--- src/rtl/mmm_pkg.sv ---
// ----------------------------------------------------------------------------
// mmm_pkg
// Shared types, constants and modular helpers for the masked multiplier.
// ----------------------------------------------------------------------------
package mmm_pkg;

	localparam int NUM_SHARES = 3;
	localparam bit USE_THIRD  = (NUM_SHARES >= 3);

	localparam int SHARE_W = 16;
	localparam int MOD_W   = 17;
	localparam int PROD_W  = 32;
	localparam int MU_W    = 32;

	localparam logic [MOD_W-1:0] MOD_RESET = 17'd8192;
	localparam logic [MOD_W-1:0] MOD_MAX   = 17'd65536;
	// floor((2^32 - 1) / 8192)
	localparam logic [MU_W-1:0]  MU_RESET  = 32'h0007_FFFF;

	// Indices of the reduction lanes.
	localparam int L_D0  = 0;
	localparam int L_D1  = 1;
	localparam int L_D2  = 2;
	localparam int L_R01 = 3;
	localparam int L_R02 = 4;
	localparam int L_R12 = 5;
	localparam int L_P01 = 6;
	localparam int L_P10 = 7;
	localparam int L_P02 = 8;
	localparam int L_P20 = 9;
	localparam int L_P12 = 10;
	localparam int L_P21 = 11;
	localparam int LANES = 12;

	typedef struct packed {
		logic [SHARE_W-1:0] d0;
		logic [SHARE_W-1:0] d1;
		logic [SHARE_W-1:0] d2;
		logic [SHARE_W-1:0] r01;
		logic [SHARE_W-1:0] r02;
		logic [SHARE_W-1:0] r12;
		logic [SHARE_W-1:0] p01;
		logic [SHARE_W-1:0] p10;
		logic [SHARE_W-1:0] p02;
		logic [SHARE_W-1:0] p20;
		logic [SHARE_W-1:0] p12;
		logic [SHARE_W-1:0] p21;
	} resid_t;

	// Both operands lie below q.
	function automatic logic [SHARE_W-1:0] mod_add(input logic [SHARE_W-1:0] x,
			input logic [SHARE_W-1:0] y, input logic [MOD_W-1:0] q);
		logic [MOD_W-1:0] s;
		s = {1'b0, x} + {1'b0, y};
		if (s >= q) begin
			s = s - q;
		end
		return s[SHARE_W-1:0];
	endfunction

	function automatic logic [SHARE_W-1:0] mod_sub(input logic [SHARE_W-1:0] x,
			input logic [SHARE_W-1:0] y, input logic [MOD_W-1:0] q);
		logic [MOD_W-1:0] s;
		if (x >= y) begin
			s = {1'b0, x} - {1'b0, y};
		end else begin
			s = {1'b0, x} + q - {1'b0, y};
		end
		return s[SHARE_W-1:0];
	endfunction

endpackage

--- src/rtl/mmm_barrett.sv ---
// ----------------------------------------------------------------------------
// mmm_barrett
// Three-stage Barrett reduction of a 32-bit value by the modulus.
// ----------------------------------------------------------------------------
module mmm_barrett (
	input  logic                        clk,
	input  logic [mmm_pkg::PROD_W-1:0]  x,
	input  logic [mmm_pkg::MOD_W-1:0]   q,
	input  logic [mmm_pkg::MU_W-1:0]    mu,
	output logic [mmm_pkg::SHARE_W-1:0] res
);
	import mmm_pkg::*;

	logic [PROD_W+MU_W-1:0] m_s1;
	logic [17:0]            x_s1;
	logic [17:0]            x_s2;
	logic [17:0]            p_s2;
	logic [SHARE_W-1:0]     res_s3;
	logic [MOD_W+17:0]      p_full;
	logic [17:0]            r;

	// The quotient estimate is the product shifted down by 32 bits. Only the
	// low 18 bits of the estimate times q matter: the remainder is below 2q.
	assign p_full = m_s1[MU_W +: 18] * q;
	assign r      = x_s2 - p_s2;

	always_ff @(posedge clk) begin
		m_s1 <= x * mu;
		x_s1 <= x[17:0];
		x_s2 <= x_s1;
		p_s2 <= p_full[17:0];
		if (r >= {1'b0, q}) begin
			res_s3 <= SHARE_W'(r - {1'b0, q});
		end else begin
			res_s3 <= r[SHARE_W-1:0];
		end
	end

	assign res = res_s3;

endmodule

--- config.mk ---
export PLATFORM = sky130hd
export DESIGN_NAME = mmm_barrett
export DESIGN_NICKNAME = d
export VERILOG_FILES = /design/src/rtl/mmm_pkg.sv /design/src/rtl/mmm_barrett.sv
export SDC_FILE = /design/constraint.sdc
export NUM_CORES = 2
export LEC_CHECK = 0
export BUFFER_PORTS_ARGS = -buffer_cell sky130_fd_sc_hd__buf_2
export CAP_MARGIN = 20
export CORE_MARGIN = 1
export CORE_UTILIZATION = 50
export DETAILED_ROUTE_END_ITERATION = 10
export HOLD_SLACK_MARGIN = 0.05
export PLACE_DENSITY = 0.66
export SLEW_MARGIN = 20
export SYNTH_ARGS = -nofsm -noshare
export SYNTH_HDL_FRONTEND = slang
export SYNTH_SLANG_ARGS = --single-unit
--- constraint.sdc ---
create_clock -name clk -period 14.3 [get_ports clk]
set_input_delay 2.86 -clock clk [delete_from_list [all_inputs] [get_ports clk]]
set_output_delay 2.86 -clock clk [all_outputs]
set_load 0.01 [all_outputs]
==> key figures <==
Clock tree
  • Post-CTS setup repair buffer count: 0
  • Max Root-Sink Buffers: 2
  • CTS tree: done
  • Hold buffer count at CTS: 0
  • Total of cells resized after clock tree synthesis: 0
  • Htree depth: 3
  • Clk Tree Root Cell: clkbuf_16
  • Sink Count: 88
  • Clock transition at path regs: about 0.070 ns
  • Clk_lat worst skew: between 0.3 and 0.4 ns
  • CTS Buf Count: 9

Drt
  • Initial DRC Count: approximately 1.3k
  • Vias/cell: around 5.2
  • Routed WL: around 94000 µm
  • Vias: around 25k
  • Post-DR wirelength/cell: approximately 20 µm
  • DR DRC count: 0
  • First-pass iteration count of the detailed router: 5
  • DRT antenna net count: 0

Final layout
  • Post-route cell area: around 38000 µm²
  • Number of diodes: 0
  • Layout area overhead: 3.63%
  • Share of layout cells above drive strength 1: roughly 4.0%
  • Nets: between 5k and 6k
  • Final core utilization: between 50% and 60%

GRT
  • First-pass GRT wire length: around 150000 µm
  • Antenna violations before repair: 3
  • Vias in the first global route: 28.0k
  • Gr usage total: around 27%
  • Largest net degree at the start of global routing: 34
  • GR Overflow Total: 0

STA
  • Tcrit/Tclk final: between 70% and 80%
  • Final Max Tran Viols: 0
  • Final setup violation count: 0
  • Fin crit period: 10.30 ns
  • Clk_skew: ~0.011 ns
  • Fmax: around 97 MHz
  • Worst Max-Slew Pin Slew: 1.05 ns
  • Rel. slew slack: just under 30%
  • RSZ-0062 raised after global routing: no
  • Hold Vio Cnt, Final: 0
  • Setup_tns: 0 ns

Die
  • Row count: 98
  • DIE AREA: 74100 µm²
  • Starting Density: 50.8%
  • Core footprint: approximately 72000 µm²
  • Die X: roughly 270 µm
  • I/O pin count: just under 100
  • Die Ht: 272 µm

Synthesis
  • Synth Flop Type: dfxtp_1
  • Unique masters post-synth: between 50 and 60
  • Commonest cells in the netlist: 964 x inv_1, 918 x fa_1, 661 x and2_1, 469 x nand2_1, 268 x ha_1
  • Cell Area, Synth: roughly 37000 µm²
  • EDFF count, synth: 0
  • Yosys Warn Count: 0
  • Post-synth ARST share: 0%
  • Most frequent cell after synthesis: inv_1
  • Yosys reg bits: between 80 and 90
  • Synthesized instance count: around 3.9k
  • Syn Area/Cell: 9.25 µm²
  • Cell accounting for the most synthesized area: fa_1
  • Mapped Nets: 5215
  • Share of Yosys cell area claimed by the top area cell type: roughly half
  • Largest cells by area after synthesis: fa_1 50%, and2_1 11%, inv_1 9.9%
  • Sequential area share after synthesis: ~4.8%

Critical path
  • Slowest CP cell: buf_2
  • Delay-heaviest family, CP: adder cells
  • CP cell instances: buf_2 -> and2_1 -> fa_1 -> fa_1 -> inv_1 -> fa_1 -> fa_1 -> inv_1 -> fa_1 -> fa_1 -> fa_1 -> fa_1 -> ha_1 -> a21o_1 -> a21o_1 -> a21oi_1 -> o311ai_1 -> o41ai_4 -> a211oi_2 -> or3_4 -> a21oi_2 -> xnor2_1
  • Crit-path max FO: 33
  • Startpoint types: primary input
  • Buffers and inverters on the worst path: 3
  • WP data required: 14.51 ns
  • Slowest Stage Delay on Critical Path: between 0.6 and 0.7 ns
  • Crit path DAT: 10.51 ns
  • CP most frequent cell: fa_1
  • Setup CP Type: primary input to flop
  • Critical path endpoint category: flop

Status
  • Outcome: completed

Placed design
  • Gpl congestion: just under 0.9
  • IO buf count: just under 100
  • Post-DP HPWL: about 70000 µm
  • Placed Area: about 38000 µm²

Hold path
  • Hold Path Class: flop to flop

Flow run
  • Maxcap violations: 0
-- layer usage --
layer / global-route usage [%] / vias up / wire length [µm]
li1: - / 11100 / -
met1: 36.2 / 13100 / 39700
met2: 44.5 / 810 / 44400
met3: 5.43 / 168 / 7110
met4: 8.10 / 4 / 3070
met5: 0 / - / 23
-- path summary, 6_finish.rpt --
kind / endpoint / cells after the start / startpoint / slack [ns]
max: m_s1[49] / 22 / x[17] / 4.00
min: x_s2[17] / 0 / x_s1[17] / 0.32
max reg2reg: p_s2[17] / 18 / m_s1[37] / 8.55
min reg2reg: x_s2[17] / 0 / x_s1[17] / 0.32
-- metrics by stage --
stage	hold slack, ns	cells	worst slack, ns
final	0.323	4825	4.00
after global routing	0.329	4825	3.67
after floorplan	0.310	3947	4.73
after CTS	0.326	4825	4.03
after detailed placement	0.312	4809	3.68
after global placement	0.310	4809	3.80
-- cell families after synthesis --
| family | share of synthesized area [%] |
|---|---|
| xor gates and xnor gates | 2.73 |
| and+or+nand+nor | 17.5 |
| muxes | 0.490 |
| DFF | 4.83 |
| AOI/OAI and AO/OA | 2.96 |
| adders and majority gates | 59.5 |
| buffers and inverters | 12.0 |
-- cell usage in the layout, fill, tap and decap left out, types with 2 or more instances in the layout --
| cell | instances |
|---|---|
| inv_1 | 964 |
| fa_1 | 918 |
| and2_1 | 661 |
| nand2_1 | 469 |
| ha_1 | 268 |
| buf_2 | 97 |
| dfxtp_1 | 88 |
| xnor2_1 | 85 |
| a21oi_1 | 39 |
| nor2_1 | 30 |
| xor2_1 | 29 |
| a21o_1 | 27 |
| o21ai_0 | 26 |
| mux2_2 | 15 |
| buf_4 | 15 |
| nand3_1 | 11 |
| nand4_1 | 11 |
| o21a_1 | 9 |
| nor3_1 | 9 |
| clkbuf_16 | 9 |
| a211oi_1 | 8 |
| nor2b_1 | 7 |
| nor4_1 | 6 |
| o21bai_1 | 6 |
| a21boi_0 | 6 |
| or3_1 | 5 |
| a31oi_1 | 5 |
| nand2b_1 | 4 |
| o31ai_1 | 4 |
| or2_2 | 3 |
| a211o_1 | 3 |
| a221o_1 | 3 |
| and3_1 | 3 |
| inv_8 | 2 |
| inv_6 | 2 |
-- registers in the layout (all words and copies together), names as in the netlist --
register  cells
p_s2         18
x_s2         18
m_s1         18
res          16
x_s1         18
-- final cells by class --
type,instances,area (µm²)
clock inverters,7,72.6
well taps,950,1190
repair buffers,112,598
multi-input cells,2695,30400
fillers,6715,34000
clock buffers,9,225
inverters,964,3620
flip-flops and latches,88,1760
Power is left out: the tool's default activity adds up to more than one toggle a clock period on the data nets, which glitch-free logic cannot reach.
