**src/rtl/mmm_pkg.sv**
```systemverilog
// ----------------------------------------------------------------------------
// mmm_pkg
// Shared types, constants and modular helpers for the masked multiplier.
// ----------------------------------------------------------------------------
package mmm_pkg;

	localparam int NUM_SHARES = 3;
	localparam bit USE_THIRD  = (NUM_SHARES >= 3);

	localparam int SHARE_W = 16;
	localparam int MOD_W   = 17;
	localparam int PROD_W  = 32;
	localparam int MU_W    = 32;

	localparam logic [MOD_W-1:0] MOD_RESET = 17'd8192;
	localparam logic [MOD_W-1:0] MOD_MAX   = 17'd65536;
	// floor((2^32 - 1) / 8192)
	localparam logic [MU_W-1:0]  MU_RESET  = 32'h0007_FFFF;

	// Indices of the reduction lanes.
	localparam int L_D0  = 0;
	localparam int L_D1  = 1;
	localparam int L_D2  = 2;
	localparam int L_R01 = 3;
	localparam int L_R02 = 4;
	localparam int L_R12 = 5;
	localparam int L_P01 = 6;
	localparam int L_P10 = 7;
	localparam int L_P02 = 8;
	localparam int L_P20 = 9;
	localparam int L_P12 = 10;
	localparam int L_P21 = 11;
	localparam int LANES = 12;

	typedef struct packed {
		logic [SHARE_W-1:0] d0;
		logic [SHARE_W-1:0] d1;
		logic [SHARE_W-1:0] d2;
		logic [SHARE_W-1:0] r01;
		logic [SHARE_W-1:0] r02;
		logic [SHARE_W-1:0] r12;
		logic [SHARE_W-1:0] p01;
		logic [SHARE_W-1:0] p10;
		logic [SHARE_W-1:0] p02;
		logic [SHARE_W-1:0] p20;
		logic [SHARE_W-1:0] p12;
		logic [SHARE_W-1:0] p21;
	} resid_t;

	// Both operands lie below q.
	function automatic logic [SHARE_W-1:0] mod_add(input logic [SHARE_W-1:0] x,
			input logic [SHARE_W-1:0] y, input logic [MOD_W-1:0] q);
		logic [MOD_W-1:0] s;
		s = {1'b0, x} + {1'b0, y};
		if (s >= q) begin
			s = s - q;
		end
		return s[SHARE_W-1:0];
	endfunction

	function automatic logic [SHARE_W-1:0] mod_sub(input logic [SHARE_W-1:0] x,
			input logic [SHARE_W-1:0] y, input logic [MOD_W-1:0] q);
		logic [MOD_W-1:0] s;
		if (x >= y) begin
			s = {1'b0, x} - {1'b0, y};
		end else begin
			s = {1'b0, x} + q - {1'b0, y};
		end
		return s[SHARE_W-1:0];
	endfunction

endpackage

```
**src/rtl/mmm_combine.sv**
```systemverilog
// ----------------------------------------------------------------------------
// mmm_combine
// Four-stage modular adder tree that forms the output shares.
// ----------------------------------------------------------------------------
module mmm_combine (
	input  logic                        clk,
	input  mmm_pkg::resid_t             rd,
	input  logic [mmm_pkg::MOD_W-1:0]   q,
	output logic [mmm_pkg::SHARE_W-1:0] c0,
	output logic [mmm_pkg::SHARE_W-1:0] c1,
	output logic [mmm_pkg::SHARE_W-1:0] c2
);
	import mmm_pkg::*;

	logic [SHARE_W-1:0] d0_s1, d1_s1, d2_s1, r01_s1, r02_s1, r12_s1;
	logic [SHARE_W-1:0] u0_s1, u1_s1, u2a_s1, u2b_s1;
	logic [SHARE_W-1:0] c0_s2, v1_s2, w1_s2, v2_s2, w2_s2, r12_s2;
	logic [SHARE_W-1:0] c0_s3, c1_s3, x2_s3, r12_s3;
	logic [SHARE_W-1:0] c0_s4, c1_s4, c2_s4;

	always_ff @(posedge clk) begin
		d0_s1  <= rd.d0;
		d1_s1  <= rd.d1;
		d2_s1  <= rd.d2;
		r01_s1 <= rd.r01;
		r02_s1 <= rd.r02;
		r12_s1 <= rd.r12;
		u0_s1  <= mod_add(rd.r01, rd.r02, q);
		u1_s1  <= mod_add(rd.p01, rd.p10, q);
		u2a_s1 <= mod_add(rd.p02, rd.p20, q);
		u2b_s1 <= mod_add(rd.p12, rd.p21, q);

		c0_s2  <= mod_sub(d0_s1, u0_s1, q);
		v1_s2  <= mod_add(d1_s1, r01_s1, q);
		w1_s2  <= mod_sub(u1_s1, r12_s1, q);
		v2_s2  <= mod_add(d2_s1, r02_s1, q);
		w2_s2  <= mod_add(u2a_s1, u2b_s1, q);
		r12_s2 <= r12_s1;

		c0_s3  <= c0_s2;
		c1_s3  <= mod_add(v1_s2, w1_s2, q);
		x2_s3  <= mod_add(v2_s2, w2_s2, q);
		r12_s3 <= r12_s2;

		c0_s4  <= c0_s3;
		c1_s4  <= c1_s3;
		c2_s4  <= mod_add(x2_s3, r12_s3, q);
	end

	assign c0 = c0_s4;
	assign c1 = c1_s4;
	assign c2 = c2_s4;

endmodule

```
**config.mk**
```make
export PLATFORM = sky130hd
export DESIGN_NAME = mmm_combine
export DESIGN_NICKNAME = d
export VERILOG_FILES = /design/src/rtl/mmm_pkg.sv /design/src/rtl/mmm_combine.sv
export SDC_FILE = /design/constraint.sdc
export NUM_CORES = 1
export LEC_CHECK = 0
export BUFFER_PORTS_ARGS = -buffer_cell sky130_fd_sc_hd__buf_2
export CAP_MARGIN = 20
export CORE_MARGIN = 3
export CORE_UTILIZATION = 30
export CTS_BUF_LIST = sky130_fd_sc_hd__clkbuf_16
export CTS_CLUSTER_SIZE = 40
export DETAILED_ROUTE_END_ITERATION = 6
export PLACE_DENSITY = 0.58
export SYNTH_ARGS = -nofsm -noshare
export SYNTH_HDL_FRONTEND = slang
export SYNTH_SLANG_ARGS = --single-unit
```
**constraint.sdc**
```tcl
create_clock -name clk -period 10.3 [get_ports clk]
set_input_delay 1.03 -clock clk [delete_from_list [all_inputs] [get_ports clk]]
set_output_delay 1.03 -clock clk [all_outputs]
set_load 0.02 [all_outputs]
```
==> load_flow_metrics.sql <==
INSERT INTO impl_metrics (metric_group, metric, value, unit) VALUES
('power_and_ir_drop', 'power-per-cell-area', '406.9', 'mW/mm^2'),
('synthesis', 'seq_area_frac_synth', '27.13', '%'),
('grt', 'grt_first_pass_wirelength', '123100', 'um'),
('die', 'core', '0.08906', 'sq mm'),
('critical_path', 'critical_path_required', '10.74', 'ns'),
('cells_and_area', 'layout.core_utilization', '35.46', '%'),
('synthesis', 'synthesis.area', '0.02715', 'sq mm'),
('routing', 'remaining_drc_errors', '0', ''),
('die', 'floorplan.rows', '109', ''),
('die', 'floorplan.die.width', '306.8', 'um'),
('routing', 'drt_iter0_markers', '1379', ''),
('critical_path', 'critPathArrivalTime', '5.37', 'ns'),
('die', 'die_height', '306.8', 'um'),
('clock_network', 'cts.path.max_buffers', '3', ''),
('synthesis', 'synth.top_cells.by_count', 'sky130_fd_sc_hd__ha_1, sky130_fd_sc_hd__dfxtp_1, sky130_fd_sc_hd__a21oi_1', ''),
('critical_path', 'critical_path_class', 'flop to flop', ''),
('placement', 'post-dp-hpwl', '62950', 'um'),
('critical_path', 'worstSetupEndpointType', 'flop', ''),
('routing', 'vias', '22400', ''),
('clock_network', 'cts_htree_levels', '2', ''),
('critical_path', 'critical_path.startpoint_type', 'flop', ''),
('sta', 'worst_slew_pin_slew', '1.080', 'ns'),
('clock_network', 'cts_tree', 'done', ''),
('sta', 'layout_worst_path_cycle_share', '47.80', '%'),
('synthesis', 'synth.lib_cells_used.distinct', '82', ''),
('die', 'boundaryPins', '258', ''),
('sta', 'layout_skew', '0.03429', 'ns'),
('synthesis', 'top_area_cell_type_share_of_the_netlist_area', '27.13', '%'),
('power_and_ir_drop', 'vdd.ir_drop.worst', '0.2170', 'mV'),
('routing', 'drt_pass1_iterations', '6', ''),
('clock_network', 'resized_after_cts', '0', ''),
('grt', 'track_usage', '16.83', '%'),
('synthesis', 'synth_fp_nets', '3639', ''),
('routing', 'ant_nets', '0', ''),
('sta', 'final_max_slew_viol_count', '0', ''),
('synthesis', 'asyncSetResetFlopFracSynth', '0', '%'),
('clock_network', 'post-cts-setup-buffers', '0', ''),
('grt', 'pin_count_of_the_biggest_net_entering_global_routing', '26', ''),
('sta', 'postLayoutSetupSlackWorst', '5.377', 'ns'),
('sta', 'setup_total_negative_slack', '0', 'ns'),
('grt', 'overflow', '0', ''),
('routing', 'wl_per_cell', '18.06', 'um'),
('synthesis', 'synth.avg_cell_area', '9.096', 'sq um'),
('sta', 'timing_hold_violations_final', '0', ''),
('hold_path', 'worst_hold_path_type', 'flop to flop', ''),
('sta', 'grt_setup_unrepaired', 'no', ''),
('synthesis', 'yosys_warnings', '0', ''),
('clock_network', 'clock_transition_at_the_register_clock_pins_on_the_worst_setup_and_hold_paths_after_cts', '0.06', 'ns'),
('synthesis', 'ys_seq_elements', '368', ''),
('grt', 'antenna_found_initial', '7', ''),
('sta', 'setup_violations', '0', ''),
('routing', 'vias_per_cell', '4.986', ''),
('die', 'die-area', '0.09415', 'sq mm'),
('synthesis', 'synth_enable_flop_cells', '0', ''),
('placement', 'gp_congestion', '0.8701', ''),
('sta', 'final_period_minus_worst_setup_slack', '4.923', 'ns'),
('placement', 'place_ws', '4.883', 'ns'),
('synthesis', 'synth.area.top_cells', 'sky130_fd_sc_hd__dfxtp_1, sky130_fd_sc_hd__ha_1, sky130_fd_sc_hd__xnor2_1', ''),
('job', 'maxCapViolCount', '0', ''),
('sta', 'slew_headroom', '27.95', '%'),
('power_and_ir_drop', 'static_power_due_to_leakage', '0.01452', 'uW'),
('synthesis', 'yosysTopAreaCell', 'sky130_fd_sc_hd__dfxtp_1', ''),
('cells_and_area', 'area_delta_synth_final', '16.31', '%'),
('clock_network', 'clock_sinks', '368', ''),
('synthesis', 'ys_dominant_reg_cell', 'sky130_fd_sc_hd__dfxtp_1', ''),
('grt', 'vias_in_the_first_global_route', '21610', ''),
('clock_network', 'clkLatencyLatePin', '0.60', 'ns'),
('critical_path', 'critical_path.max_fanout', '19', ''),
('synthesis', 'postSynthCellCount', '2985', ''),
('run_status', 'run_status', 'finished clean', ''),
('clock_network', 'holdBufCountCts', '0', ''),
('clock_network', 'cts.root.buffer_cell', 'sky130_fd_sc_hd__clkbuf_16', ''),
('synthesis', 'synth_most_common_cell', 'sky130_fd_sc_hd__ha_1', ''),
('die', 'start_util', '30.49', '%'),
('clock_network', 'cts_made_buffers', '46', ''),
('routing', 'drt_wl_total', '81120', 'um'),
('cells_and_area', 'num-nets-final', '3943', ''),
('cells_and_area', 'layout-drive-gt1-share', '15.78', '%'),
('placement', 'port_buffers', '257', ''),
('sta', 'max_clock_freq', '203.1', 'MHz');
kinds of logic (layout without fill, tap and decap cells):
group                    Yosys count  count (layout)  share of synthesized area, %
AO/OA/AOI/OAI                    820             820                         19.82
XOR/XNOR                         298             298                         9.612
AND/OR/NAND/NOR                  655             655                         11.46
multiplexers                     165             165                         6.663
flip-flops                       368             368                         27.13
buffers and inverters            235             576                         3.415
other                              0               1                             0
adder cells (fa/ha/maj)          444             444                         21.90
cell usage in the layout, fill, tap and decap left out, types with 9 or more instances in the layout:
master / synthesis / routed
sky130_fd_sc_hd__nand2_1: 145 / 145
sky130_fd_sc_hd__nand3_1: 59 / 59
sky130_fd_sc_hd__mux2_1: 11 / 11
sky130_fd_sc_hd__a211o_1: 12 / 12
sky130_fd_sc_hd__a31oi_1: 37 / 37
sky130_fd_sc_hd__o21ai_0: 138 / 138
sky130_fd_sc_hd__mux2_2: 115 / 115
sky130_fd_sc_hd__o31ai_1: 17 / 17
sky130_fd_sc_hd__ha_1: 392 / 392
sky130_fd_sc_hd__o21bai_1: 30 / 30
sky130_fd_sc_hd__xnor2_1: 198 / 198
sky130_fd_sc_hd__or2_2: 12 / 12
sky130_fd_sc_hd__and3_1: 23 / 23
sky130_fd_sc_hd__xor2_1: 100 / 100
sky130_fd_sc_hd__dfxtp_1: 368 / 368
sky130_fd_sc_hd__fa_1: 52 / 52
sky130_fd_sc_hd__nor3_1: 59 / 59
sky130_fd_sc_hd__a21oi_1: 258 / 258
sky130_fd_sc_hd__nand2b_1: 35 / 35
sky130_fd_sc_hd__a21o_1: 98 / 98
sky130_fd_sc_hd__buf_4: 4 / 19
sky130_fd_sc_hd__a31o_2: 11 / 11
sky130_fd_sc_hd__o31a_1: 16 / 16
sky130_fd_sc_hd__buf_2: 6 / 257
sky130_fd_sc_hd__a21boi_0: 10 / 10
sky130_fd_sc_hd__and2_1: 9 / 9
sky130_fd_sc_hd__nor2_1: 206 / 206
sky130_fd_sc_hd__nor2b_1: 32 / 32
sky130_fd_sc_hd__clkbuf_16: 0 / 47
sky130_fd_sc_hd__mux2i_1: 39 / 39
sky130_fd_sc_hd__nand4_1: 29 / 29
sky130_fd_sc_hd__o211ai_1: 24 / 24
sky130_fd_sc_hd__or3_1: 20 / 20
sky130_fd_sc_hd__inv_1: 215 / 218
sky130_fd_sc_hd__o21a_1: 46 / 46
sky130_fd_sc_hd__a211oi_1: 26 / 26
routing by layer:
layer  track usage [%]  vias to the layer above  share of wire [%]
li1                  -                    11420                  -
met1             23.03                    10330                 48
met2             27.79                      525                 45
met3             2.362                      115                4.8
met4             4.397                        4                2.6
met5                 0                        -              0.033
critical path, stage by stage, from the launching register on:
cell	delay, ns
sky130_fd_sc_hd__dfxtp_1	0.30
sky130_fd_sc_hd__ha_1	0.22
sky130_fd_sc_hd__fa_1	0.43
sky130_fd_sc_hd__a211o_1	0.30
sky130_fd_sc_hd__a21oi_1	0.19
sky130_fd_sc_hd__o21ai_0	0.16
sky130_fd_sc_hd__a41o_1	0.28
sky130_fd_sc_hd__o41ai_1	0.49
sky130_fd_sc_hd__o21ai_0	0.27
sky130_fd_sc_hd__xnor2_1	0.34
sky130_fd_sc_hd__inv_1	0.08
sky130_fd_sc_hd__ha_1	0.40
sky130_fd_sc_hd__nand2_1	0.09
sky130_fd_sc_hd__nor2_1	0.09
sky130_fd_sc_hd__o21ai_1	0.11
sky130_fd_sc_hd__a31oi_4	0.60
sky130_fd_sc_hd__mux2_2	0.44
through the flow:
stage / total power (uW) / hold WS [ns] / instances / cell area (sq um)
after floorplan: 9192 / 0.3096 / 2985 / 27150
after CTS: 12930 / 0.3225 / 4491 / 31580
after detailed placement: 11070 / 0.3121 / 4406 / 29920
after global routing: 14070 / 0.3269 / 4491 / 31580
after global placement: 11020 / 0.3101 / 4406 / 29920
final: 12850 / 0.3227 / 4492 / 31580
power breakdown:
part / switching, uW / internal [uW]
sequential: 248 / 2020
combinational: 4800 / 4040
clock: 700 / 1050
final timing paths:
kind,start,end,slack (ns),cells past startpoint
setup / recovery,x2_s3[0],c2[1],5.38,16
setup reg to reg,x2_s3[0],c2[1],5.38,16
hold reg to reg,r12_s2[6],r12_s3[6],0.32,0
hold / removal,r12_s2[6],r12_s3[6],0.32,0
final cells by class:
type	instances	area, sq um
multi-input cells	2382	18860
clock buffers	47	1176
clock inverters	38	484.2
inverters	215	807.0
diodes	1	2.502
fillers	9207	57480
repair buffers	276	1429
flip-flops and latches	368	7367
well taps	1165	1458
Power figures use the tool's default switching activity.
