**src/rtl/mmm_pkg.sv**
```systemverilog
// ----------------------------------------------------------------------------
// mmm_pkg
// Shared types, constants and modular helpers for the masked multiplier.
// ----------------------------------------------------------------------------
package mmm_pkg;

	localparam int NUM_SHARES = 3;
	localparam bit USE_THIRD  = (NUM_SHARES >= 3);

	localparam int SHARE_W = 16;
	localparam int MOD_W   = 17;
	localparam int PROD_W  = 32;
	localparam int MU_W    = 32;

	localparam logic [MOD_W-1:0] MOD_RESET = 17'd8192;
	localparam logic [MOD_W-1:0] MOD_MAX   = 17'd65536;
	// floor((2^32 - 1) / 8192)
	localparam logic [MU_W-1:0]  MU_RESET  = 32'h0007_FFFF;

	// Indices of the reduction lanes.
	localparam int L_D0  = 0;
	localparam int L_D1  = 1;
	localparam int L_D2  = 2;
	localparam int L_R01 = 3;
	localparam int L_R02 = 4;
	localparam int L_R12 = 5;
	localparam int L_P01 = 6;
	localparam int L_P10 = 7;
	localparam int L_P02 = 8;
	localparam int L_P20 = 9;
	localparam int L_P12 = 10;
	localparam int L_P21 = 11;
	localparam int LANES = 12;

	typedef struct packed {
		logic [SHARE_W-1:0] d0;
		logic [SHARE_W-1:0] d1;
		logic [SHARE_W-1:0] d2;
		logic [SHARE_W-1:0] r01;
		logic [SHARE_W-1:0] r02;
		logic [SHARE_W-1:0] r12;
		logic [SHARE_W-1:0] p01;
		logic [SHARE_W-1:0] p10;
		logic [SHARE_W-1:0] p02;
		logic [SHARE_W-1:0] p20;
		logic [SHARE_W-1:0] p12;
		logic [SHARE_W-1:0] p21;
	} resid_t;

	// Both operands lie below q.
	function automatic logic [SHARE_W-1:0] mod_add(input logic [SHARE_W-1:0] x,
			input logic [SHARE_W-1:0] y, input logic [MOD_W-1:0] q);
		logic [MOD_W-1:0] s;
		s = {1'b0, x} + {1'b0, y};
		if (s >= q) begin
			s = s - q;
		end
		return s[SHARE_W-1:0];
	endfunction

	function automatic logic [SHARE_W-1:0] mod_sub(input logic [SHARE_W-1:0] x,
			input logic [SHARE_W-1:0] y, input logic [MOD_W-1:0] q);
		logic [MOD_W-1:0] s;
		if (x >= y) begin
			s = {1'b0, x} - {1'b0, y};
		end else begin
			s = {1'b0, x} + q - {1'b0, y};
		end
		return s[SHARE_W-1:0];
	endfunction

endpackage

```
**src/rtl/mmm_mu_div.sv**
```systemverilog
// ----------------------------------------------------------------------------
// mmm_mu_div
// Modulus register and bit-serial divider for the Barrett constant.
// ----------------------------------------------------------------------------
module mmm_mu_div (
	input  logic                       clk,
	input  logic                       arst_n,
	input  logic                       modulus_we,
	input  logic [mmm_pkg::MOD_W-1:0]  modulus_wdata,
	output logic [mmm_pkg::MOD_W-1:0]  q,
	output logic [mmm_pkg::MU_W-1:0]   mu,
	output logic                       div_busy
);
	import mmm_pkg::*;

	logic [MOD_W-1:0] q_q;
	logic [MU_W-1:0]  mu_q;
	logic [MOD_W-1:0] rem_q;
	logic [4:0]       cnt_q;
	logic             active_q;
	logic [MOD_W-1:0] q_eff;
	logic [MOD_W:0]   rem_sh;
	logic             take;

	always_comb begin
		if (modulus_wdata == '0) begin
			q_eff = MOD_W'(1);
		end else if (modulus_wdata > MOD_MAX) begin
			q_eff = MOD_MAX;
		end else begin
			q_eff = modulus_wdata;
		end
	end

	// The dividend is all ones, so a one is shifted in at every step.
	assign rem_sh = {rem_q, 1'b1};
	assign take   = (rem_sh >= {1'b0, q_q});

	always_ff @(posedge clk or negedge arst_n) begin
		if (!arst_n) begin
			q_q      <= MOD_RESET;
			mu_q     <= MU_RESET;
			rem_q    <= '0;
			cnt_q    <= '0;
			active_q <= 1'b0;
		end else if (modulus_we) begin
			q_q      <= q_eff;
			mu_q     <= '0;
			rem_q    <= '0;
			cnt_q    <= '0;
			active_q <= 1'b1;
		end else if (active_q) begin
			if (take) begin
				rem_q <= MOD_W'(rem_sh - {1'b0, q_q});
			end else begin
				rem_q <= rem_sh[MOD_W-1:0];
			end
			mu_q  <= {mu_q[MU_W-2:0], take};
			cnt_q <= cnt_q + 5'd1;
			if (cnt_q == 5'd31) begin
				active_q <= 1'b0;
			end
		end
	end

	assign q        = q_q;
	assign mu       = mu_q;
	assign div_busy = active_q;

endmodule

```
**config.mk**
```make
export PLATFORM = sky130hd
export DESIGN_NAME = mmm_mu_div
export DESIGN_NICKNAME = d
export VERILOG_FILES = /design/src/rtl/mmm_pkg.sv /design/src/rtl/mmm_mu_div.sv
export SDC_FILE = /design/constraint.sdc
export NUM_CORES = 1
export LEC_CHECK = 0
export CAP_MARGIN = 10
export CORE_MARGIN = 2
export CORE_UTILIZATION = 25
export DETAILED_ROUTE_END_ITERATION = 8
export DONT_BUFFER_PORTS = 1
export PLACE_DENSITY = 0.43
export SETUP_SLACK_MARGIN = 0.2
export SYNTH_ARGS = -nofsm -noshare
export SYNTH_HDL_FRONTEND = slang
export SYNTH_SLANG_ARGS = --single-unit
```
**constraint.sdc**
```tcl
create_clock -name clk -period 2.6 [get_ports clk]
set_input_delay 0.13 -clock clk [delete_from_list [all_inputs] [get_ports clk]]
set_output_delay 0.13 -clock clk [all_outputs]
set_load 0.03 [all_outputs]
```
==> metrics.txt, run 1 <==
outcome=complete, no violations; average vias per placed instance=4.78; CTS buffer count=9; Routed Antenna Nets=0; dpl ws=189 ps; final net count=481; Via Count=between 3000 and 4000; unrepaired setup endpoints after global routing=no; io pins=70; startpoint types=flop; Async S/R FF share, synth=1.00; Remaining DRCs=0; final WL=about 10 mm; Die Ht=roughly 130 um; commonest non-fill, non-tap cells in the layout=65 x nor2_1, 50 x dfrtp_1, 39 x nand2_1, 37 x mux2i_1, 29 x buf_4; flop2flop setup slack=310 ps; Compound-Gate Fraction of Synth Area=0.133; Tmin final=around 2300 ps; clock-pin slew on the worst setup and hold paths=around 60 ps; post-synth cell types=50; sequential area share after synthesis=0.472; Mapped Nets=437; Die X=128 um; synthesized area per cell=9.72 um^2; Setup CP Type=reg -> reg; Final setup viols=0; Worst-Margin Slew=around 470 ps; EDFF count, synth=0; vias in the first global route=3170; Mapped Cells=just under 400; Clk Latency, worst-skew pair=roughly 340 ps; Hold Vio Cnt, Final=0; Final WS setup=around 310 ps; Crit. End Element=flop; most common cell after layout, fill and taps aside=nor2_1; post-synthesis mux area share=0.0983; CP max FO=7; gr usage total=0.130; CTS root buffer=clkbuf_16; post-DP HPWL=6.77 mm; pin count of the biggest net entering global routing=73; Die Area=between 15000 and 20000 um^2; main combinational cell family by area after synthesis=simple AND/OR/NAND/NOR gates; Clock Tree Buf Depth=2; Post-Synth Adder-Cell Area=0.0660; Power Density=about 940 nW/um^2; Warnings, synthesis=0; max cap viols=0; CTS Sinks=a little over 70; Max Clock Freq=0.437 GHz; Pre-antenna DRT Iters=4; period utilization=0.881; wire length per cell=16.3 um; fraction of layout cells with a size suffix above 1=0.235; GRT Residual Overflow=0; DRT iter0 DRCs=~140; Leak=around 0.0024 uW; initial antenna violation count=0; Synth Area in Simple Gates=0.155; prevailing post-synth register cell=dfrtp_1; CTS tree=built; Slew Limit Fails=0; skew final=8.38 ps; area of the mapped netlist=between 3000 and 4000 um^2; worst hold path type=in -> reg; post-route setup TNS=0 ps; global-route wire length before repair=between 15 and 20 mm; n_diodes=0; Initial Util=0.256; WP data required=between 2000 and 3000 ps; RePlAce Congestion=0.854; worst vdd ir=0.000388 V; CORE AREA=approximately 15000 um^2; post-synthesis xor/xnor area fraction=0.0339; slew margin rel.=0.685; Row Count=45; area grow syn2layout=30.5%; Critical Path AT=2540 ps; H-tree depth=3; flip-flop and latch count after synthesis=72; port bufs=0
-- area by class of cell --
cell class,instances,area (um^2)
multi-input cells,285,2080
flip-flops and latches,72,1830
clock inverters,5,35.0
well taps,188,235
clock buffers,11,264
repair buffers,52,518
inverters,22,82.6
fillers,1588,10100
-- cell usage after synthesis, drive strengths merged (2+ instances only) --
cell,count,area (um^2)
nor2,65,244
dfrtp,52,1300
nand2,40,153
mux2i,38,380
o21ai,25,125
inv,21,78.8
dfstp,20,526
ha,18,225
a21oi,17,85.1
clkbuf,16,60.1
xnor2,10,87.6
a311oi,9,85.1
nand2b,8,50.1
a211oi,6,45.0
nand4,6,43.8
nor4,5,37.5
xor2,5,43.8
o211ai,4,30.0
and3,3,18.8
buf,3,20.0
a41o,2,20.0
and2,2,15.0
nand3,2,10.0
nor3,2,10.0
-- timing repair --
| item | in CTS | in global routing |
|---|---|---|
| setup endpoints to repair | 3 | 17 |
| setup buffers | 0 | 4 |
| endpoints found under the hold margin | 140 | 0 |
| pin swaps | 1 | 7 |
| cloned | 0 | 1 |
| hold buffers | 20 | 0 |
| gates resized for setup | 3 | 33 |
-- state kept, by name, summed over array words and instances (netlist names) --
register	count
mu	32
cnt_q	5
div_busy	1
q	17
rem_q	17
-- layer usage --
layer	track usage	wire [um]	share of wire
met5	0	0	0
met4	0.0407	132	0.013
met3	0.0428	623	0.060
met2	0.209	4710	0.45
met1	0.167	4890	0.47
-- worst max-delay path, cell delays in order (launching register included) --
cell,delay (ps)
dfrtp_1,340
inv_1,100
ha_4,320
nand4_1,150
nor4_2,290
nor2_1,80
o221a_4,230
and2_4,170
a311o_1,280
a311oi_2,230
-- stage by stage --
step	util	hold slack (ps)	instance area (um^2)	power, uW	std cells
2_1_floorplan	-	-166	3880	2640	398
3_3_place_gp	0.282	-162	4270	3110	594
3_5_place_dp	0.282	-162	4270	3100	594
4_1_cts	0.317	50.4	4810	4470	630
5_1_grt	0.333	71.6	5050	5080	635
6_report	0.333	63.2	5050	4760	635
-- report_power, final --
part	switching, uW	internal (uW)	leakage [uW]
Sequential	140	1250	0.000896
Clock	502	735	0.000152
Combinational	1100	1030	0.00135
Total	1740	3020	0.00240
-- cell families (layout without fill, tap and decap cells) --
logic type / count (synthesis) / count (layout)
AO/OA/AOI/OAI: 77 / 77
XOR/XNOR: 15 / 15
adder cells (fa/ha/maj): 20 / 20
buffers and inverters: 41 / 90
flip-flops: 72 / 72
multiplexers: 38 / 38
AND/OR/NAND/NOR: 135 / 135
-- path summary, 6_finish.rpt --
check,cells past startpoint,start,to
max,9,q[7]$_DFFE_PN0P_,rem_q[13]$_DFFE_PN0P_
min,2,modulus_wdata[16],q[0]$_DFFE_PN0P_
max reg2reg,9,q[7]$_DFFE_PN0P_,rem_q[13]$_DFFE_PN0P_
min reg2reg,2,q[13]$_DFFE_PN1P_,q[13]$_DFFE_PN1P_
max in group asynchronous,2,arst_n,q[13]$_DFFE_PN1P_
min in group asynchronous,2,arst_n,cnt_q[1]$_DFFE_PN0P_
No activity file was read; power rests on OpenSTA's default activity.
==> run 2, diff against run 1 <==
- ABC_AREA: unset -> 1
- BUFFER_PORTS_ARGS: unset -> -buffer_cell sky130_fd_sc_hd__clkbuf_2
- CELL_PAD_IN_SITES_DETAIL_PLACEMENT: unset -> 0
- CELL_PAD_IN_SITES_GLOBAL_PLACEMENT: unset -> 1
- DONT_BUFFER_PORTS: 1 -> unset
- PLACE_DENSITY: 0.43 -> 0.58
==> run 2 against run 1 <==
Combinational power up 18%. Setup slack gained 91 ps. Clock skew down 2.1 ps. Total power is 7.8% higher. Critical path type unchanged. Critical endpoint is now rem_q[1]$_DFFE_PN0P_. Largest power group unchanged.
==> metrics.txt, run 2 <==
outcome=complete, no violations; pin count of the biggest net entering global routing=39; EDFF count, synth=0; Hold Path End=q[3]$_DFFE_PN0P_; Fill cells=between 1500 and 2000; CTS buffer count=9; n_diodes=0; met3 routed WL=~560 um; Critical Path AT=roughly 2400 ps; global-route wire length before repair=19.8 mm; Power Density=between 900 and 1000 nW/um^2; wire length per cell=roughly 15 um; Commonest cells post-synth=149 x nand2_1, 109 x inv_1, 52 x dfrtp_1, 38 x o22ai_1, 32 x nand3_1; Pre-antenna DRT Iters=4; post-synthesis mux area share=0; flop2flop setup slack=400 ps; area grow syn2layout=21.8%; Clock Tree Buf Depth=2; top cells by area, synth=dfrtp_1 31%, nand2_1 13%, dfstp_2 12%; reg2reg path depth=12; port bufs=69; max FFs per register=32; post-synth cell types=33; met2 wire len=~5.6 mm; CTS tree=built; post-route design area=5160 um^2; CP max FO=14; clock-pin slew on the worst setup and hold paths=60 ps; top-area cell type share of the netlist area=0.307; placed cells=approximately 830; synthesized area per cell=about 7.7 um^2; most numerous cell in the Yosys netlist=nand2_1; most common cell after layout, fill and taps aside=nand2_1; skew final=around 6.3 ps; Critical path origin=q[13]$_DFFE_PN1P_; io pins=70; R2R Path End=rem_q[1]$_DFFE_PN0P_; Tmin final=roughly 2200 ps; worst hold path type=in -> reg; Warnings, synthesis=0; post-synth top area cell=dfrtp_1; initial antenna violation count=0; gr usage total=0.144; flip-flop and latch count after synthesis=72; Async S/R FF share, synth=1.00; fin cells=845; Routed Antenna Nets=0; Synth Area in Simple Gates=0.291; period utilization=0.845; Crit. End Element=flop; Remaining DRCs=0; Worst path max stage delay=~530 ps; hold path depth=3; unrepaired setup endpoints after global routing=no; Mapped Nets=just under 600; delay-heaviest family, CP=simple AND/OR/NAND/NOR gates; WP buf/inv=3; max cap viols=0; Via Count=~3700; average vias per placed instance=between 4 and 5; area of the mapped netlist=4240 um^2; Die X=134 um; dpl ws=between 200 and 300 ps; post-DP HPWL=~9.4 mm; Hold Vio Cnt, Final=0; top layer in use=met4; post-synthesis xor/xnor area fraction=0.0124; worst vdd ir=between 0.0003 and 0.0004 V; fraction of layout cells with a size suffix above 1=0.238; DRT iter0 DRCs=156; startpoint types=flop; Worst path slowest cell=dfstp_2; Clk Latency, worst-skew pair=350 ps; GRT Residual Overflow=0; WP data required=roughly 2800 ps; main combinational cell family by area after synthesis=simple AND/OR/NAND/NOR gates; Die Ht=roughly 130 um; commonest non-fill, non-tap cells in the layout=149 x nand2_1, 109 x inv_1, 68 x clkbuf_2, 52 x dfrtp_1, 38 x o22ai_1; Hold Startpoint=modulus_wdata[3]; Final setup viols=0; M1 WL=5.73 mm; Die Area=18000 um^2; post-route setup TNS=0 ps; Row Count=47; slew margin rel.=0.452; Post-Synth Adder-Cell Area=0.0579; prevailing post-synth register cell=dfrtp_1; Max Clock Freq=0.455 GHz; H-tree depth=3; sequential area share after synthesis=0.431; CTS Sinks=72; Initial Util=0.256; Mapped Cells=approximately 550; CTS root buffer=clkbuf_16; Final WS setup=between 400 and 500 ps; dpl cell area=roughly 4800 um^2; Setup CP Type=reg -> reg; final WL=about 12 mm; vias in the first global route=around 3700; final net count=659; Slew Limit Fails=0; RePlAce Congestion=between 0.8 and 0.9; cells along the critical path=inv_1 > ha_1 > nand2_2 > nor2_1 > inv_1 > nor2_1 > nand2_4 > nand2_8 > buf_4 > nand2_1 > nand3_1 > nand2_1; CORE AREA=roughly 17000 um^2; Reg2Reg Launch Point=q[13]$_DFFE_PN1P_; Leak=~0.0027 uW; Compound-Gate Fraction of Synth Area=0.0880; Worst-Margin Slew=roughly 800 ps
## run 2: changes by cell type after synthesis, sizes merged, moves of 8 or more
cell,delta
a311oi,-9
inv,+91
mux2i,-38
nand2,+125
nand2b,-8
nand3,+41
nand3b,+10
nor2,-40
o21ai,-13
o22ai,+37
## run 2: worst min-delay path, stage by stage
cell	delay [ps]
clkbuf_2	90
nand2_1	50
o21ai_0	60
## run 2: timing repair
item	CTS	global route
hold endpoints to repair	20	0
gates resized for setup	0	1
buffers inserted	0	2
endpoints found under the setup margin	0	7
hold buffers	1	0
## run 2: stage by stage
stage          power [uW]   util  hold WS, ps
2_1_floorplan        3280      -         -166
3_3_place_gp         3860  0.291          250
3_5_place_dp         3860  0.291          270
4_1_cts              5100  0.309         5.00
5_1_grt              5570  0.311         40.0
6_report             5130  0.311         15.2
## run 2: cell type report
type / count / area [um^2] / share of cell area
Tap cell: 220 / 275 / 0.0533
Inverter: 112 / 420 / 0.0814
Clock buffer: 9 / 225 / 0.0436
Sequential cell: 72 / 1830 / 0.354
Clock inverter: 7 / 61.3 / 0.0119
Timing Repair Buffer: 78 / 440 / 0.0853
Multi-Input combinational cell: 347 / 1910 / 0.371
## run 2: per-layer routing
layer,vias to the layer above,global-route usage
met1,1749,0.192
met3,24,0.0329
met4,0,0.0632
met2,83,0.222
met5,-,0
li1,1882,-
## run 2: worst max path at each step
| stage | cells past startpoint | endpoint |
|---|---|---|
| 2_1_floorplan | 12 | rem_q[4]$_DFFE_PN0P_ |
| 3_3_place_gp | 12 | rem_q[15]$_DFFE_PN0P_ |
| 3_5_place_dp | 12 | rem_q[16]$_DFFE_PN0P_ |
| 4_1_cts | 12 | rem_q[16]$_DFFE_PN0P_ |
| 5_1_grt | 13 | rem_q[3]$_DFFE_PN0P_ |
| 6_report | 12 | rem_q[1]$_DFFE_PN0P_ |
## run 2: where the power goes
group	leakage (uW)	total (uW)	switching, uW	internal (uW)
sequential	0.000890	1400	113	1290
combinational	0.00164	2530	1630	905
clock	0.000135	1200	539	664
## run 2: kinds of logic after synthesis
kind of cell / after synthesis
simple gates: 259
buf+inv: 128
flops: 72
compound gates: 63
fa+ha+maj: 19
xor+xnor: 6
==> run 3, diff against run 2 <==
- ABC_AREA: 1 -> 0
- PLACE_DENSITY: 0.58 -> 0.56
- clock period: 2.6 -> 2.23 ns (I/O delays scaled with it)
==> run 3 against run 2 <==
The flow now finishes with violations (negative setup slack). Total power is 17% higher. Via count is 10% lower. Register-to-register slack worse by 420 ps. Combinational power is 13% higher. Design area is 6.2% higher. Wire length fell by 13%. Flip-flop and latch count stayed put. Utilization is 5.1 points higher. Setup slack worse by 420 ps. Critical endpoint is now rem_q[13]$_DFFE_PN0P_. Largest cell class unchanged.
==> metrics.txt, run 3 (same netlist as run 1, synthesis figures left out) <==
Via Count=3357; Initial Util=0.256; Tmin final=around 2200 ps; H-tree depth=3; CTS tree=built; CORE AREA=15100 um^2; Die X=128 um; CP max FO=5; slew margin rel.=0.480; CTS buffer count=9; Clk Latency, worst-skew pair=about 340 ps; period utilization=1.01; commonest non-fill, non-tap cells in the layout=68 x clkbuf_2, 65 x nor2_1, 55 x buf_4, 39 x nand2_1, 39 x dfrtp_1; WP buf/inv=1; Max Clock Freq=0.445 GHz; worst vdd ir=around 0.00049 V; met2 wire len=4.97 mm; wire length per cell=roughly 15 um; Worst-Margin Slew=between 700 and 800 ps; Setup CP Type=reg -> reg; final net count=about 570; Row Count=between 40 and 50; max FFs per register=32; CTS Sinks=72; io pins=70; skew final=between 6 and 7 ps; Hold Vio Cnt, Final=0; Remaining DRCs=0; gr usage total=0.137; final WL=~11 mm; initial antenna violation count=0; Die Area=16500 um^2; Critical Path AT=approximately 2500 ps; M1 WL=between 5 and 6 mm; Clock Tree Buf Depth=2; most common cell after layout, fill and taps aside=clkbuf_2; DRT iter0 DRCs=~110; cells along the critical path=inv_2 > ha_4 > nand4_4 > nor4_2 > nor2_1 > o221a_4 > and2_4 > a311o_1 > a311oi_2; Power Density=roughly 1100 nW/um^2; fraction of layout cells with a size suffix above 1=0.397; GRT Residual Overflow=0; WP data required=2470 ps; global-route wire length before repair=17.5 mm; met3 routed WL=roughly 490 um; max cap viols=0; top layer in use=met4; Slew Limit Fails=0; Final WS setup=-15.8 ps; n_diodes=0; Worst path slowest cell=dfstp_2; area grow syn2layout=41.7%; worst hold path type=in -> reg; failing checks=negative setup slack; Final setup viols=1; Routed Antenna Nets=0; Leak=approximately 0.0027 uW; unrepaired setup endpoints after global routing=yes; Pre-antenna DRT Iters=4; vias in the first global route=between 3000 and 4000; RePlAce Congestion=~0.84; Worst path max stage delay=approximately 540 ps; total power=between 5000 and 6000 uW; port bufs=approximately 70; startpoint types=flop; clock-pin slew on the worst setup and hold paths=about 60 ps; average vias per placed instance=4.66; Crit. End Element=flop; Die Ht=roughly 130 um; CTS root buffer=clkbuf_16; outcome=finished, violations left; delay-heaviest family, CP=compound AO/OA/AOI/OAI gates; pin count of the biggest net entering global routing=70; Min Hold Slack=18.2 ps; post-DP HPWL=between 7 and 8 mm
run 3: stage by stage:
step | instances | worst slack (ps) | area (um^2) | TNS, ps | util
finish | 720 | -15.8 | 5480 | -15.8 | 0.362
global route | 720 | -116 | 5480 | -1170 | 0.362
CTS | 720 | -26.1 | 5420 | -44.2 | 0.358
detailed placement | 688 | -64.8 | 4910 | -479 | 0.324
global placement | 688 | -84.0 | 4910 | -297 | 0.324
floorplan | 398 | -15.8 | 4010 | -15.8 | -
run 3: metal layers:
layer | up-vias | GRT usage
met5 | - | 0
met2 | 73 | 0.226
met4 | 0 | 0.0388
met3 | 8 | 0.0378
met1 | 1633 | 0.177
li1 | 1643 | -
run 3: path summary, 6_finish.rpt:
check | cells after the start | slack, ps | to | from
worst max register to register | 9 | -20 | rem_q[13]$_DFFE_PN0P_ | q[13]$_DFFE_PN1P_
worst min register to register | 2 | 520 | q[13]$_DFFE_PN1P_ | q[13]$_DFFE_PN1P_
max in group asynchronous | 3 | 1090 | mu[0]$_DFFE_PN1P_ | arst_n
worst max-delay path | 9 | -20 | rem_q[13]$_DFFE_PN0P_ | q[13]$_DFFE_PN1P_
min in group asynchronous | 2 | 410 | rem_q[3]$_DFFE_PN0P_ | arst_n
worst min-delay path | 3 | 20 | q[7]$_DFFE_PN0P_ | modulus_wdata[7]
run 3: layout make-up:
| class | instances | area (um^2) |
|---|---|---|
| Timing Repair Buffer | 137 | 907 |
| Clock inverter | 3 | 65.1 |
| Fill cell | 1560 | 9660 |
| Multi-Input combinational cell | 285 | 2100 |
| Tap cell | 188 | 235 |
| Sequential cell | 72 | 1840 |
| Inverter | 22 | 82.6 |
| Clock buffer | 13 | 250 |
run 3: power by group:
group          leakage [uW]  internal [uW]  switching, uW
Sequential         0.000880           1460            114
Combinational       0.00171           1450           1400
Clock              0.000154           1010            555
Total               0.00274           3920           2070
run 3: what timing repair did:
item | 4_1_cts | 5_1_grt
gates resized for setup | 11 | 14
hold buffers | 10 | 0
pin swaps | 7 | 9
setup endpoints to repair | 18 | 19
hold endpoints to repair | 61 | 0
buffers inserted | 6 | 0
run 3: worst reg2reg max path: cells and delay by family, from the launching register on:
kind                       cells  cell delay [ps]
AOI/OAI and AO/OA              3              740
DFF                            1              540
and+or+nand+nor                4              520
adders and majority gates      1              310
buffers and inverters          1               50
